==> src/rtl/fpmt_pkg.sv <==
// Shared types, constants and helpers for the Fenwick prefix-maximum tree unit.
// No dependencies; every other file of the unit except fpmt_ram imports this package.
`default_nettype none

package fpmt_pkg;

    localparam int IDX_W   = 11;  // signed entry position
    localparam int VAL_W   = 31;  // node and value width
    localparam int CFG_W   = 11;  // used_size register width
    localparam int KW      = 12;  // node number, holds k + lowbit(k) for k up to 2047
    localparam int PADDR_W = 3;
    localparam int PDATA_W = 32;

    localparam logic OP_UPDATE = 1'b0;
    localparam logic OP_QUERY  = 1'b1;

    // Word index of the configuration register (paddr[2]).
    localparam logic REG_USED_SIZE = 1'b0;

    localparam logic [CFG_W-1:0] USED_SIZE_RESET = 11'd1024;

    typedef enum logic [1:0] {
        ST_CLEAR,
        ST_IDLE,
        ST_WALK
    } fpmt_state_t;

    typedef struct packed {
        logic              start;
        logic              opcode;
        logic [IDX_W-1:0]  index;
        logic [VAL_W-1:0]  value;
    } fpmt_req_t;

    typedef struct packed {
        logic              done;
        logic [VAL_W-1:0]  prefix_max;
        logic              rejected;
    } fpmt_rsp_t;

    function automatic logic [KW-1:0] low_bit(input logic [KW-1:0] k);
        return k & (~k + KW'(1));
    endfunction

endpackage

`default_nettype wire

==> src/rtl/fpmt_ctrl.sv <==
// Request sequencer of the Fenwick prefix-maximum tree: clearing pass and node walks.
// Depends on fpmt_pkg; drives the node RAM (fpmt_ram) through its port signals.
`default_nettype none

module fpmt_ctrl #(
    parameter int SIZE = 1024
) (
    input  wire logic                      clk,
    input  wire logic                      rst_n,
    input  wire fpmt_pkg::fpmt_req_t       req,
    input  wire logic [fpmt_pkg::KW-1:0]   n_act,
    output logic                           busy,
    output fpmt_pkg::fpmt_rsp_t            rsp,
    output logic                           ram_we,
    output logic [$clog2(SIZE)-1:0]        ram_waddr,
    output logic [fpmt_pkg::VAL_W-1:0]     ram_wdata,
    output logic                           ram_re,
    output logic [$clog2(SIZE)-1:0]        ram_raddr,
    input  wire logic [fpmt_pkg::VAL_W-1:0] ram_rdata
);

    import fpmt_pkg::*;

    localparam int AW = $clog2(SIZE);
    localparam logic [AW-1:0] LAST_ADDR = AW'(SIZE - 1);

    fpmt_state_t      state_reg, state_next;
    logic [AW-1:0]    clr_addr_reg, clr_addr_next;
    logic [KW-1:0]    k_reg, k_next;
    logic             op_reg, op_next;
    logic [VAL_W-1:0] val_reg, val_next;
    logic [VAL_W-1:0] acc_reg, acc_next;
    fpmt_rsp_t        rsp_reg, rsp_next;

    logic             accept;
    logic [KW-1:0]    idx_u;
    logic [KW-1:0]    idx_p1;
    logic             idx_neg;
    logic             idx_high;
    logic             trivial;
    logic [KW-1:0]    k_first;
    logic [KW-1:0]    k_up;
    logic [KW-1:0]    k_down;
    logic [KW-1:0]    k_first_m1;
    logic [KW-1:0]    k_reg_m1;
    logic [KW-1:0]    k_up_m1;
    logic [KW-1:0]    k_down_m1;
    logic [VAL_W-1:0] node_max;
    logic             walk_more;

    assign accept   = req.start && (state_reg == ST_IDLE);
    assign idx_neg  = req.index[IDX_W-1];
    assign idx_u    = {1'b0, req.index};
    assign idx_p1   = idx_u + KW'(1);
    assign idx_high = (idx_u >= n_act);

    // A rejected update or an empty query needs no node access.
    assign trivial  = idx_neg || idx_high && (req.opcode == OP_UPDATE) || (n_act == '0);
    assign k_first  = (req.opcode == OP_QUERY && idx_high) ? n_act : idx_p1;

    assign k_up     = k_reg + low_bit(k_reg);
    assign k_down   = k_reg - low_bit(k_reg);
    assign k_first_m1 = k_first - KW'(1);
    assign k_reg_m1   = k_reg - KW'(1);
    assign k_up_m1    = k_up - KW'(1);
    assign k_down_m1  = k_down - KW'(1);
    assign node_max   = (ram_rdata > acc_reg) ? ram_rdata : acc_reg;
    assign walk_more  = (op_reg == OP_UPDATE) ? (k_up <= n_act) : (k_down != '0);

    // Next state.
    always_comb
    begin
        state_next = state_reg;
        case (state_reg)
            ST_CLEAR:
            begin
                if (clr_addr_reg == LAST_ADDR)
                begin
                    state_next = ST_IDLE;
                end
            end
            ST_IDLE:
            begin
                if (accept && !trivial)
                begin
                    state_next = ST_WALK;
                end
            end
            ST_WALK:
            begin
                if (!walk_more)
                begin
                    state_next = ST_IDLE;
                end
            end
            default:
            begin
                state_next = ST_CLEAR;
            end
        endcase
    end

    // Outputs and datapath.
    always_comb
    begin
        clr_addr_next = clr_addr_reg;
        k_next        = k_reg;
        op_next       = op_reg;
        val_next      = val_reg;
        acc_next      = acc_reg;
        rsp_next      = '0;
        ram_we        = 1'b0;
        ram_waddr     = AW'(k_reg_m1);
        ram_wdata     = val_reg;
        ram_re        = 1'b0;
        ram_raddr     = AW'(k_first_m1);
        case (state_reg)
            ST_CLEAR:
            begin
                ram_we        = 1'b1;
                ram_waddr     = clr_addr_reg;
                ram_wdata     = '0;
                clr_addr_next = clr_addr_reg + AW'(1);
            end
            ST_IDLE:
            begin
                if (accept)
                begin
                    if (trivial)
                    begin
                        rsp_next.done     = 1'b1;
                        rsp_next.rejected = (req.opcode == OP_UPDATE);
                    end
                    else
                    begin
                        ram_re   = 1'b1;
                        k_next   = k_first;
                        op_next  = req.opcode;
                        val_next = req.value;
                        acc_next = '0;
                    end
                end
            end
            ST_WALK:
            begin
                // ram_rdata holds node k_reg here.
                if (op_reg == OP_UPDATE)
                begin
                    ram_we    = (ram_rdata < val_reg);
                    ram_raddr = AW'(k_up_m1);
                    k_next    = k_up;
                end
                else
                begin
                    ram_raddr = AW'(k_down_m1);
                    k_next    = k_down;
                    acc_next  = node_max;
                end
                ram_re = walk_more;
                if (!walk_more)
                begin
                    rsp_next.done       = 1'b1;
                    rsp_next.prefix_max = (op_reg == OP_QUERY) ? node_max : '0;
                end
            end
            default:
            begin
                clr_addr_next = '0;
            end
        endcase
    end

    always_ff @(posedge clk or negedge rst_n)
    begin
        if (!rst_n)
        begin
            state_reg    <= ST_CLEAR;
            clr_addr_reg <= '0;
            rsp_reg      <= '0;
        end
        else
        begin
            state_reg    <= state_next;
            clr_addr_reg <= clr_addr_next;
            rsp_reg      <= rsp_next;
        end
    end

    always_ff @(posedge clk)
    begin
        k_reg   <= k_next;
        op_reg  <= op_next;
        val_reg <= val_next;
        acc_reg <= acc_next;
    end

    assign busy = (state_reg != ST_IDLE);
    assign rsp  = rsp_reg;

endmodule

`default_nettype wire

==> config.mk <==
export PLATFORM = sky130hd
export DESIGN_NAME = fpmt_ctrl
export DESIGN_NICKNAME = d
export VERILOG_FILES = /design/src/rtl/fpmt_pkg.sv /design/src/rtl/fpmt_ctrl.sv
export SDC_FILE = /design/constraint.sdc
export NUM_CORES = 1
export LEC_CHECK = 0
export BUFFER_PORTS_ARGS = -buffer_cell sky130_fd_sc_hd__buf_2
export CORE_MARGIN = 3
export CORE_UTILIZATION = 45
export DETAILED_ROUTE_END_ITERATION = 16
export MAX_ROUTING_LAYER = met4
export PLACE_DENSITY = 0.76
export SLEW_MARGIN = 20
export SYNTH_ARGS = -nofsm -noshare
export SYNTH_HDL_FRONTEND = slang
export SYNTH_SLANG_ARGS = --single-unit
==> constraint.sdc <==
create_clock -name clk -period 11.3 [get_ports clk]
set_input_delay 0.565 -clock clk [delete_from_list [all_inputs] [get_ports clk]]
set_output_delay 0.565 -clock clk [all_outputs]
set_load 0.03 [all_outputs]
Word level (Yosys, flattened, before mapping)
Cells that the tools add are included.
W data, S select, Z words.
{"block": "totals", "regBits": 120, "latchBits": 0, "ram_bits": 0, "mem_bits_ro": 0, "inputBits": 89, "output_inout_bits": 87, "word_cells": 86, "memories": 0}
{"block": "op_classes", "addsub": 9, "mul": 0, "div_mod_pow": 0, "n_lt_le_gt_ge": 4, "eq_ne": 10, "n_shift": 0, "muxes": 34, "bitwise_logic": 4, "reduce_logical": 16}
{"operator": "$mux W31", "n": 7}
{"operator": "$pmux W31 S2", "n": 1}
{"operator": "$mux W12", "n": 4}
{"operator": "$sub A10 B1 Y10 const B", "n": 4}
{"operator": "$mux W32", "n": 1}
{"operator": "$gt A31 B31 Y1", "n": 1}
{"operator": "$lt A31 B31 Y1", "n": 1}
{"operator": "$mux W10", "n": 3}
{"operator": "$pmux W12 S2", "n": 1}
{"operator": "$pmux W10 S2", "n": 1}
{"operator": "$add A11 B1 Y12 const B", "n": 1}
{"operator": "$add A12 B1 Y12 const B", "n": 1}
{"operator": "$add A12 B12 Y12", "n": 1}
{"operator": "$and A12 B12 Y12", "n": 1}
{"operator": "$ge A11 B12 Y1", "n": 1}
{"operator": "$le A12 B12 Y1", "n": 1}
{"operator": "$logic_not A12 Y1", "n": 1}
{"operator": "$not A12 Y12", "n": 1}
{"operator": "$reduce_bool A12 Y1", "n": 1}
{"operator": "$sub A12 B12 Y12", "n": 1}
{"operator": "$add A10 B1 Y10 const B", "n": 1}
{"operator": "$eq A10 B10 Y1 const B", "n": 1}
{"operator": "$ne A2 B2 Y1 const B", "n": 5}
{"operator": "$mux W1", "n": 9}
{"operator": "15 further kinds", "n": 27}

Longest topological paths before layout
Gate-level depths: netlist of the first run.
{"block": "logic_depth", "depth_word": 8, "ltp_mapped": 20, "depth_no_buf": 19}

Least setup slack after synthesis of the first run
No wires, ideal clock.
{"block": "synth_timing", "path_type": "input -> output", "from": "in req[31] in the netlist's numbering", "to": "out ram_raddr[4]", "arrival_time_ns": 3.862, "required_time_ns": 10.735, "path_slack_ns": 6.873, "stages": 12, "n_path_buf": 1, "cell_sequence": "inv_1 > ha_1 > nand2b_1 > a2111oi_0 > o32ai_1 > or2_2 > clkbuf_1 > a31oi_1 > ha_1 > inv_1 > nor3_1 > xor2_1"}
{"block": "synth_between", "elab_chain_cells": 5, "elab_cells_between_ends": 6, "classes_between": "add/sub (2); order compare (1); mux (2); reduce/logical (1)"}
{"item": "start, declared", "line": "fpmt_ctrl.sv:10", "rtl": "input wire fpmt_pkg::fpmt_req_t req,"}
{"item": "$ge A11 B12 Y1", "line": "fpmt_ctrl.sv:55", "rtl": "assign idx_high = (idx_u >= n_act);"}
{"item": "$logic_and A1 B1 Y1", "line": "fpmt_ctrl.sv:59", "rtl": "assign k_first = (req.opcode == OP_QUERY && idx_high) ? n_act : idx_p1;"}
{"item": "$mux W12 (*)", "line": "fpmt_ctrl.sv:59"}
{"item": "$sub A10 B1 Y10 (*)", "line": "fpmt_ctrl.sv:63", "rtl": "assign k_first_m1 = k_first - KW'(1);"}
{"item": "$mux W10 (*)", "line": "fpmt_ctrl.sv:117", "rtl": "case (state_reg)"}
{"item": "end, declared", "line": "fpmt_ctrl.sv:18", "rtl": "output logic [$clog2(SIZE)-1:0] ram_raddr,"}
Every way passes the cells marked *; elsewhere a longest branch is shown, timed or not.

Worst setup path in the final report of the first run
{"block": "layout_timing", "from": "reg k_reg[0]", "to": "out ram_re"}
{"block": "layout_between", "elab_chain_cells": 7, "elab_cells_between_ends": 9, "classes_between": "add/sub (3); order compare (1); mux (2); bitwise (2); reduce/logical (1)"}
{"item": "start, declared", "line": "fpmt_ctrl.sv:29", "rtl": "logic [KW-1:0] k_reg, k_next;"}
{"item": "start signal, assigned", "line": "fpmt_ctrl.sv:191", "rtl": "k_reg <= k_next;"}
{"item": "$not A12 Y12", "line": "fpmt_pkg.sv:42", "rtl": "return k & (~k + KW'(1));"}
{"item": "$add A12 B1 Y12", "line": "fpmt_pkg.sv:42"}
{"item": "$and A12 B12 Y12", "line": "fpmt_pkg.sv:42"}
{"item": "$add A12 B12 Y12 or $sub A12 B12 Y12 (tied branches)", "line": "fpmt_ctrl.sv:61, fpmt_ctrl.sv:62"}
{"item": "$le A12 B12 Y1 or $reduce_bool A12 Y1 (tied branches)", "line": "fpmt_ctrl.sv:68", "rtl": "assign walk_more = (op_reg == OP_UPDATE) ? (k_up <= n_act) : (k_down != '0);"}
{"item": "$mux W1 (*)", "line": "fpmt_ctrl.sv:68"}
{"item": "$pmux W1 S2 (*)", "line": "fpmt_ctrl.sv:117"}
{"item": "end, declared", "line": "fpmt_ctrl.sv:17", "rtl": "output logic ram_re,"}
Marked as above.

==> results of run 1 <==
power groups by stage:
stage / Clock, mW / Combinational [mW] / Sequential (mW)
6_report: 0.599 / 0.125 / 0.466
5_1_grt: 0.624 / 0.138 / 0.466
4_1_cts: 0.607 / 0.124 / 0.466
3_5_place_dp: 0 / 0.123 / 0.475
3_3_place_gp: 0 / 0.122 / 0.475
2_1_floorplan: 0 / 0.0710 / 0.475
worst min path at each step:
stage	start	endpoint	depth (start not counted)
2_1_floorplan	rst_n	clr_addr_reg[0]	0
3_3_place_gp	clr_addr_reg[0]	clr_addr_reg[0]	2
3_5_place_dp	clr_addr_reg[8]	clr_addr_reg[8]	2
4_1_cts	req[5]	val_reg[5]	1
5_1_grt	rst_n	rsp[15]	1
6_report	rst_n	rsp[13]	1
metal layers:
metal | track usage (%) | vias up | part of all wire [%]
li1 | - | 3736 | -
met1 | 34.09 | 3672 | 44
met2 | 36.48 | 361 | 45
met3 | 4.995 | 53 | 8.2
met4 | 10.06 | 0 | 3.0
met5 | - | - | 0
stage by stage:
stage	utilization, %	power, mW
2_1_floorplan	-	0.5458
3_3_place_gp	51.60	0.5963
3_5_place_dp	51.61	0.5975
4_1_cts	55.01	1.196
5_1_grt	55.27	1.228
6_report	55.27	1.190
Yosys cell counts, types with 12 or more instances:
| cell | count |
|---|---|
| a21o_1 | 21 |
| a21oi_1 | 58 |
| a21oi_2 | 30 |
| clkbuf_1 | 36 |
| dfrtp_1 | 45 |
| edfxtp_1 | 75 |
| ha_1 | 95 |
| inv_1 | 94 |
| nand2_1 | 37 |
| nand3_1 | 50 |
| nand4_1 | 20 |
| nor2_1 | 82 |
| nor3_1 | 16 |
| nor4_1 | 12 |
| o21ai_0 | 75 |
| xnor2_1 | 21 |
| xor2_1 | 19 |
layout by cell type (no fill, tap or decap), types with 30 or more instances in the layout:
cell type	synthesis	layout
a21oi_1	58	58
nand2_1	37	37
a21oi_2	30	30
inv_1	94	94
nor2_1	82	81
o21ai_0	75	75
edfxtp_1	75	75
buf_2	2	174
dfrtp_1	45	45
nand3_1	50	50
ha_1	95	94
cell type report:
cell class / count / share of cell area, %
sequential: 120 / 32.46
timing repair buffer: 184 / 9.281
tap: 260 / 3.126
multi-input combinational: 676 / 45.49
inverter: 94 / 3.390
antenna: 4 / 0.09618
clock buffer: 17 / 4.088
clock inverter: 15 / 2.068
worst reg2reg max path, cell delays in order (launching register included):
cell and delay [ns]:
edfxtp_1 0.54, inv_1 0.15, ha_1 0.28, inv_1 0.08
ha_1 0.28, and3_1 0.26, nor3_1 0.08, o21ai_0 0.25
a31oi_1 0.19, o211ai_1 0.25, o211ai_1 0.15, xnor2_1 0.17
ha_1 0.33, nand4b_1 0.10, o311ai_0 0.42, o211ai_1 0.18
nand3_1 0.17, mux2i_1 0.20
logic make-up after synthesis:
logic type      share of synthesized area [%]
compound gates                          19.92
xor+xnor                                4.047
fa+ha+maj                               13.73
buf+inv                                 6.577
flops                                   39.03
mux                                    0.9396
simple gates                            15.76
==> flow_summary.toml, run 1 <==
[setup_path]
endpoint_kind = "output port"
timing.rr.start = "k_reg[0]"
max_stage_delay_ns = 0.54
slowest_stage = "edfxtp_1"
r2r_end = "state_reg[1]"
crit_required_ns = 10.74
cp-startpoint = "k_reg[0]"
cp_num_cells = 18
crit_family = "compound AO/OA/AOI/OAI gates"
reg2regPathDepth = 17
path_class = "reg2out"
cp_num_buf_inv = 3
start_kind = "flip-flop"
worstPathArrival_ns = 4.61
crit_end = "ram_re"
path_cells = "inv_1 > ha_1 > inv_1 > ha_1 > and3_1 > nor3_1 > o21ai_0 > a31oi_1 > o211ai_1 > o211ai_1 > xnor2_1 > ha_1 > nand4b_1 > o311ai_0 > o211ai_1 > o21ai_0 > and2_1 > buf_2"
path_max_fanout = 10
r2r_slack_ns = 7.14

[cells_and_area]
multi_input_area_mm2 = 0.004735
area.growth.synth_to_final_pct = 20.24
n_fill_cell = 1715
largest_register_ffs = 33
finalNonFillerCells = 1370
nets = 1277
ff_latch_area_mm2 = 0.003378
final_layout_size_suffix_gt1_share_pct = 23.51
final_area_mm2 = 0.01041

[timing]
worst_slack_ns = 6.125
hold_violations = 0
period_needed_ns = 5.175
slew_viol_final = 0
worst_slew_margin_rel_pct = 29.22
fin_crit_sh_pct = 45.80
rsz0062_at_grt = "no"
setup_tns_ns = 0
fin_skew_ns = 0.01558
worstMarginPinSlew_ns = 1.062
fmax_ghz = 0.1932
setup_viol = 0
hold_ws_ns = 0.1411

[logic_synthesis]
ys_warn_count = 0
synth_cell_types = 68
synth-seq-cells = 120
syn-num-nets = 1123
synth_enable_flop_cells = 75
synth_area_leaders = "edfxtp_1 (26%), ha_1 (14%), dfrtp_1 (13%)"
async_flop_share_pct = 37.50
synthCells = 939
synth_ff_type = "edfxtp_1"
yosysSeqAreaShare_pct = 39.03
synth_top_area_share_pct = 26.02
syn-cell-area_mm2 = 0.008656
synth.avg_cell_area_um2 = 9.218
synth_top_area_cell = "edfxtp_1"

[power_and_ir_drop]
p_comb_share_pct = 10.5
power-per-cell-area_mw_per_mm2 = 114.3
seq_power_share_pct = 39.2
p_int_mw = 0.8869
p_leak_nw = 4.731
swShare_pct = 25.45
power.share.clock_pct = 50.4
vdd_ir_drop_max_mv = 0.1111
p_sw_mw = 0.3027

[routing]
ant_nets = 0
vias_per_cell = 5.709
dr.pass1.iters = 5
drc = 0
drt-total-wl_um = 25410
dr.first_iter.drc_count = 627
vias = 7822
wl_per_cell_um = 18.55

[clocking]
numClockSinks = 120
cts_tree = "built"
post_cts_resized = 0
cts.hold.buffers_added = 0
h-tree-depth = 4
clock_latency_ns = 0.43
postCtsSetupBuffers = 0
cts.clk_slew.worst_paths_ns = 0.07
cts_root_buf = "clkbuf_16"
cts_buffer_depth = 2
cts_buffers = 17

[placement]
pre_cts_slack_ns = 6.600
dp_hpwl_um = 18980
place_inst = 1333
portBuffers = 175
gp_congestion = 0.9265
place_area_mm2 = 0.009718

[floorplanning]
die_x_um = 144.7
core_mm2 = 0.01883
die_y_um = 144.7
dieArea_mm2 = 0.02094
rows = 50
initial_core_util_pct = 45.97
pin_count = 176

[global_route]
overflow = 0
grt_max_degree = 46
track_usage_pct = 24.96
grt_pass1_vias = 7370
grt_pass1_wl_um = 39630
antenna_found_initial = 4

[hold_path]
hold_class = "in2async"

[flow_run]
cap_viol_max_count = 0

[outcome]
status = "finished, final reports clean"
(Power assumes the default switching activity.)
==> inputs of run 2 (changes only) <==
Settings changed: ABC_AREA set to 1, PLACE_DENSITY 0.76 to 0.79.
Clock period 11.3 ns to 4.5 ns, I/O delays scaled along.
==> flow_summary.toml, run 2 <==
[outcome]
status = "finished, final reports clean"

[routing]
dr.first_iter.drc_count = 596
vias = 8163
dr.pass1.iters = 5
ant_nets = 0
drt-total-wl_um = 24420
wl_per_cell_um = 15.47
drc = 0
vias_per_cell = 5.173

[clocking]
clock_latency_ns = 0.42
cts.clk_slew.worst_paths_ns = 0.06
cts_root_buf = "clkbuf_16"
numClockSinks = 120
h-tree-depth = 4
cts_buffer_depth = 2
cts_buffers = 17
cts_tree = "built"

[cells_and_area]
final_common_cell = "nand2_1"
post-route-util_pct = 57.79
diodes = 0
n_fill_cell = 1710
layout_common_cells = "nand2_1 (251), buf_2 (173), inv_1 (152)"
largest_register_ffs = 33
nets = 1489
final_layout_size_suffix_gt1_share_pct = 21.78
area.growth.synth_to_final_pct = 24.82
finalNonFillerCells = 1578

[logic_synthesis]
synth_top_area_cell = "edfxtp_1"
synthCells = 1095
yosysSeqAreaShare_pct = 38.49
synth_enable_flop_cells = 75
async_flop_share_pct = 37.50
syn-num-nets = 1279
synth_ff_type = "edfxtp_1"
synth-seq-cells = 120
synth_cell_types = 42
ys_warn_count = 0
synth.avg_cell_area_um2 = 8.015
yosysMostFrequentCell = "nand2_1"
synth_area_leaders = "edfxtp_1 (26%), ha_1 (14%), dfrtp_1 (13%)"
syn-cell-area_mm2 = 0.008776
netlist_top_cells_count = "nand2_1 (252), inv_1 (155), nor2_1 (113)"
synth_top_area_share_pct = 25.66

[global_route]
antenna_found_initial = 0
grt_max_degree = 77
overflow = 0
grt_pass1_vias = 7829
track_usage_pct = 23.36
grt_pass1_wl_um = 39080

[timing]
fin_skew_ns = 0.007826
setup_tns_ns = 0
slew_viol_final = 0
fmax_ghz = 0.2428
rsz0062_at_grt = "no"
setup_viol = 0
hold_ws_ns = 0.09918
worstMarginPinSlew_ns = 0.9818
period_needed_ns = 4.119
worst_slew_margin_rel_pct = 34.55
hold_violations = 0
fin_crit_sh_pct = 91.53

[floorplanning]
die_y_um = 145.7
die_x_um = 145.7
rows = 50
dieArea_mm2 = 0.02121
core_mm2 = 0.01896
initial_core_util_pct = 46.30
pin_count = 176

[setup_path]
start_kind = "flip-flop"
worstPathArrival_ns = 3.89
crit_required_ns = 4.28
path_class = "reg2out"
path_max_fanout = 6
endpoint_kind = "output port"

[power_and_ir_drop]
power-per-cell-area_mw_per_mm2 = 270.4
p_leak_nw = 5.621
vdd_ir_drop_max_mv = 0.2525

[placement]
place_inst = 1508
gp_congestion = 0.9175
dp_hpwl_um = 18220
portBuffers = 175

[flow_run]
cap_viol_max_count = 0

[hold_path]
hold_class = "in2reg"
[run 2: changes by cell type in the layout (fill, tap and decap cells not counted), moves of 17 or more]
cell / before / now
a21o_1: 21 / 1
nand3_1: 50 / 67
dlygate4sd3_1: 0 / 32
nand2_1: 37 / 251
xnor2_1: 21 / 4
nor2_1: 81 / 112
inv_1: 94 / 152
nand3b_1: 0 / 33
nor3_2: 0 / 30
o21ai_0: 75 / 26
a21oi_2: 30 / 0
[run 2: area by class of cell]
class	instances	area (um^2)	area share, %
Clock buffer	18	429.2	3.918
Clock inverter	14	219.0	1.999
Inverter	158	593.1	5.414
Multi-Input combinational cell	787	4703	42.94
Sequential cell	120	3378	30.84
Tap cell	260	325.3	2.970
Timing Repair Buffer	221	1306	11.92
[run 2: cells by family (layout without fill, tap and decap cells)]
family	count (synthesis)	after routing	synth area share, %
simple gates	566	566	30.94
buf+inv	188	411	8.455
flops	120	120	38.49
compound gates	114	114	7.371
fa+ha+maj	95	95	13.54
xor+xnor	12	12	1.198
[run 2: through the flow]
stage	worst slack [ns]	power (mW)	cell area, um^2
after global routing	0.02971	3.059	10950
final	0.3811	2.962	10950
after CTS	0.07133	2.973	10870
after floorplan	0.3364	1.346	8783
after detailed placement	0.5274	1.458	9911
after global placement	0.5571	1.450	9911
[run 2: power by group]
group          leakage [nW]  total (mW)  switching (mW)  internal (mW)
Combinational          4.09       0.292           0.176          0.116
Sequential             1.22        1.17               0           1.17
Clock                 0.313        1.50           0.514          0.986
[run 2: worst paths after layout]
check                             startpoint           end  slack (ns)  cells after the start
worst max-delay path                k_reg[0]        ram_re        0.38                     23
worst min-delay path                 req[43]        rsp[0]         0.1                      3
worst max register to register      k_reg[0]  state_reg[0]        1.13                     24
worst min register to register  state_reg[1]  state_reg[1]        0.51                      2
max in group asynchronous              rst_n       rsp[14]        3.71                      2
min in group asynchronous              rst_n  state_reg[0]        0.36                      2
[run 2: timing repair]
| action | 4_1_cts | 5_1_grt |
|---|---|---|
| resized for setup | 0 | 7 |
| setup buffers | 0 | 6 |
| endpoints found under the hold margin | 31 | 45 |
| hold buffers | 31 | 1 |
| setup endpoints to repair | 0 | 1 |
[run 2: critical path, stage by stage, from the launching register on]
cell and delay, ns:
edfxtp_1 0.45, inv_2 0.16, ha_4 0.19, inv_1 0.07, ha_1 0.25, nand2_1 0.10
nand3_2 0.13, nand2_1 0.10, nand2_1 0.08, nand3_1 0.10, nand3_2 0.11, nand2_1 0.08
nand2_1 0.06, and2_1 0.15, ha_1 0.30, nand2_1 0.07, nor4_1 0.26, nand4_1 0.13
nand2_1 0.08, inv_1 0.03, nand2_1 0.08, nand3_2 0.11, a21oi_1 0.16, clkbuf_4 0.21
[run 2: layer usage]
metal  share of wire [%]  vias up  routed length, um  GRT usage, %
met2                  48      291              11840         38.65
met3                 6.3       38               1532         4.111
met4                 2.1        0                503         6.790
met5                   0        -                  0             -
li1                    -     4062                  -             -
met1                  43     3772              10540         29.56
==> inputs of run 3 (changes only) <==
==> constraint.sdc (replaced) <==
create_clock -name clk -period 4.5 [get_ports clk]
set_input_delay 0.45 -clock clk [delete_from_list [all_inputs] [get_ports clk]]
set_output_delay 0.45 -clock clk [all_outputs]
set_load 0.03 [all_outputs]
==> flow_summary.toml, run 3 (synthesis results as in run 2) <==
[outcome]
status = "finished, final reports clean"

[setup_path]
worst_path_most_repeated_cell = "nand2_1"
crit_required_ns = 4.05
path_cells = "inv_4 > ha_4 > inv_1 > ha_2 > nand2_1 > nand3_2 > nand2_1 > nand2_1 > nand3_1 > nand3_2 > nand2_1 > nand2_1 > and2_1 > ha_1 > nand2_1 > nor4_2 > nand4_1 > nand2_1 > inv_1 > nand2_1 > nand3_2 > a21oi_1 > buf_4"
max_stage_delay_ns = 0.44
path_class = "reg2out"
cp_num_buf_inv = 4
path_max_fanout = 6
crit_family = "simple AND/OR/NAND/NOR gates"
slowest_stage = "edfxtp_1"
start_kind = "flip-flop"
endpoint_kind = "output port"
worstPathArrival_ns = 3.78

[timing]
fmax_ghz = 0.2364
fin_crit_sh_pct = 93.99
period_needed_ns = 4.229
hold_ws_ns = 0.04599
worst_slew_margin_rel_pct = 40.39
slew_viol_final = 0
setup_tns_ns = 0
worstMarginPinSlew_ns = 0.8942
worst_slack_ns = 0.2706
hold_violations = 0
setup_viol = 0
fin_skew_ns = 0.01031

[routing]
ant_nets = 0
drc = 0
vias_per_cell = 5.191
wl_per_cell_um = 15.67
dr.pass1.iters = 5
dr.first_iter.drc_count = 527
vias = 8020
drt-total-wl_um = 24210

[global_route]
grt_max_degree = 67
overflow = 0
grt_pass1_wl_um = 38720
antenna_found_initial = 0
track_usage_pct = 23.20
grt_pass1_vias = 7824

[placement]
pre_cts_slack_ns = 0.3119
dp_hpwl_um = 18280
portBuffers = 175
gp_congestion = 0.9304
place_inst = 1510

[cells_and_area]
n_fill_cell = 1719
ff_latch_area_mm2 = 0.003378
diodes = 0
layout_common_cells = "nand2_1 (252), buf_2 (173), inv_1 (153)"
area.growth.synth_to_final_pct = 20.83
finalNonFillerCells = 1545
multi_input_area_mm2 = 0.004710
largest_register_ffs = 33
post-route-util_pct = 55.94
nets = 1456
final_common_cell = "nand2_1"
final_layout_size_suffix_gt1_share_pct = 22.33

[floorplanning]
die_y_um = 145.7
pin_count = 176
die_x_um = 145.7
core_mm2 = 0.01896
rows = 50
dieArea_mm2 = 0.02121
initial_core_util_pct = 46.30

[clocking]
cts_root_buf = "clkbuf_16"
h-tree-depth = 4
clock_latency_ns = 0.43
cts.clk_slew.worst_paths_ns = 0.06
cts_buffers = 17
cts.hold.buffers_added = 0
cts_tree = "built"
numClockSinks = 120
cts_buffer_depth = 2

[power_and_ir_drop]
power-per-cell-area_mw_per_mm2 = 271.3
vdd_ir_drop_max_mv = 0.2587
p_leak_nw = 5.462

[flow_run]
cap_viol_max_count = 0

[hold_path]
hold_class = "in2async"
==> run 3: changes by cell type in the layout (fill, tap and decap cells not counted), moves of 2 or more <==
cell / change
clkinvlp_4: +2
inv_2: -2
inv_8: +2
dlygate4sd3_1: -32
bufinv_16: -2
==> run 3: through the flow <==
step,power (mW),cell area (um^2)
2_1_floorplan,1.346,8783
3_3_place_gp,1.450,9926
3_5_place_dp,1.457,9926
4_1_cts,2.888,10560
5_1_grt,2.976,10600
6_report,2.877,10600
==> run 3: repair_timing <==
item	4_1_cts	5_1_grt
cloned	0	0
buffers inserted	2	1
pin swaps	0	0
resized for setup	2	8
endpoints found under the setup margin	1	1
==> run 3: final timing paths <==
| check | cells past startpoint | slack (ns) | start | to |
|---|---|---|---|---|
| setup reg to reg | 24 | 1.22 | k_reg[0] | state_reg[0] |
| hold reg to reg | 2 | 0.51 | state_reg[0] | state_reg[0] |
| hold / removal | 1 | 0.05 | rst_n | rsp[24] |
| min in group clk | 1 | 0.19 | req[2] | val_reg[2] |
| setup / recovery | 23 | 0.27 | k_reg[0] | ram_re |
| max in group asynchronous | 1 | 4.03 | rst_n | clr_addr_reg[0] |
==> run 3: per-layer routing <==
layer	track usage [%]	up-vias	share of wire, %
met5	-	-	0
met4	6.078	0	1.4
met1	28.94	3724	43
li1	-	3995	-
met2	39.45	271	50
met3	3.831	30	6.5
==> run 3: report_power, final <==
part	switching [mW]	total (mW)	internal [mW]
combinational	0.172	0.269	0.0975
clock	0.554	1.44	0.884
sequential	0	1.17	1.17
total	0.726	2.88	2.15
==> run 3: area by class of cell <==
type	count	area share [%]
clock buffer	17	4.012
clock inverter	15	1.805
inverter	158	5.617
multi-input combinational	787	44.41
sequential	120	31.86
tap	260	3.068
timing repair buffer	188	9.227
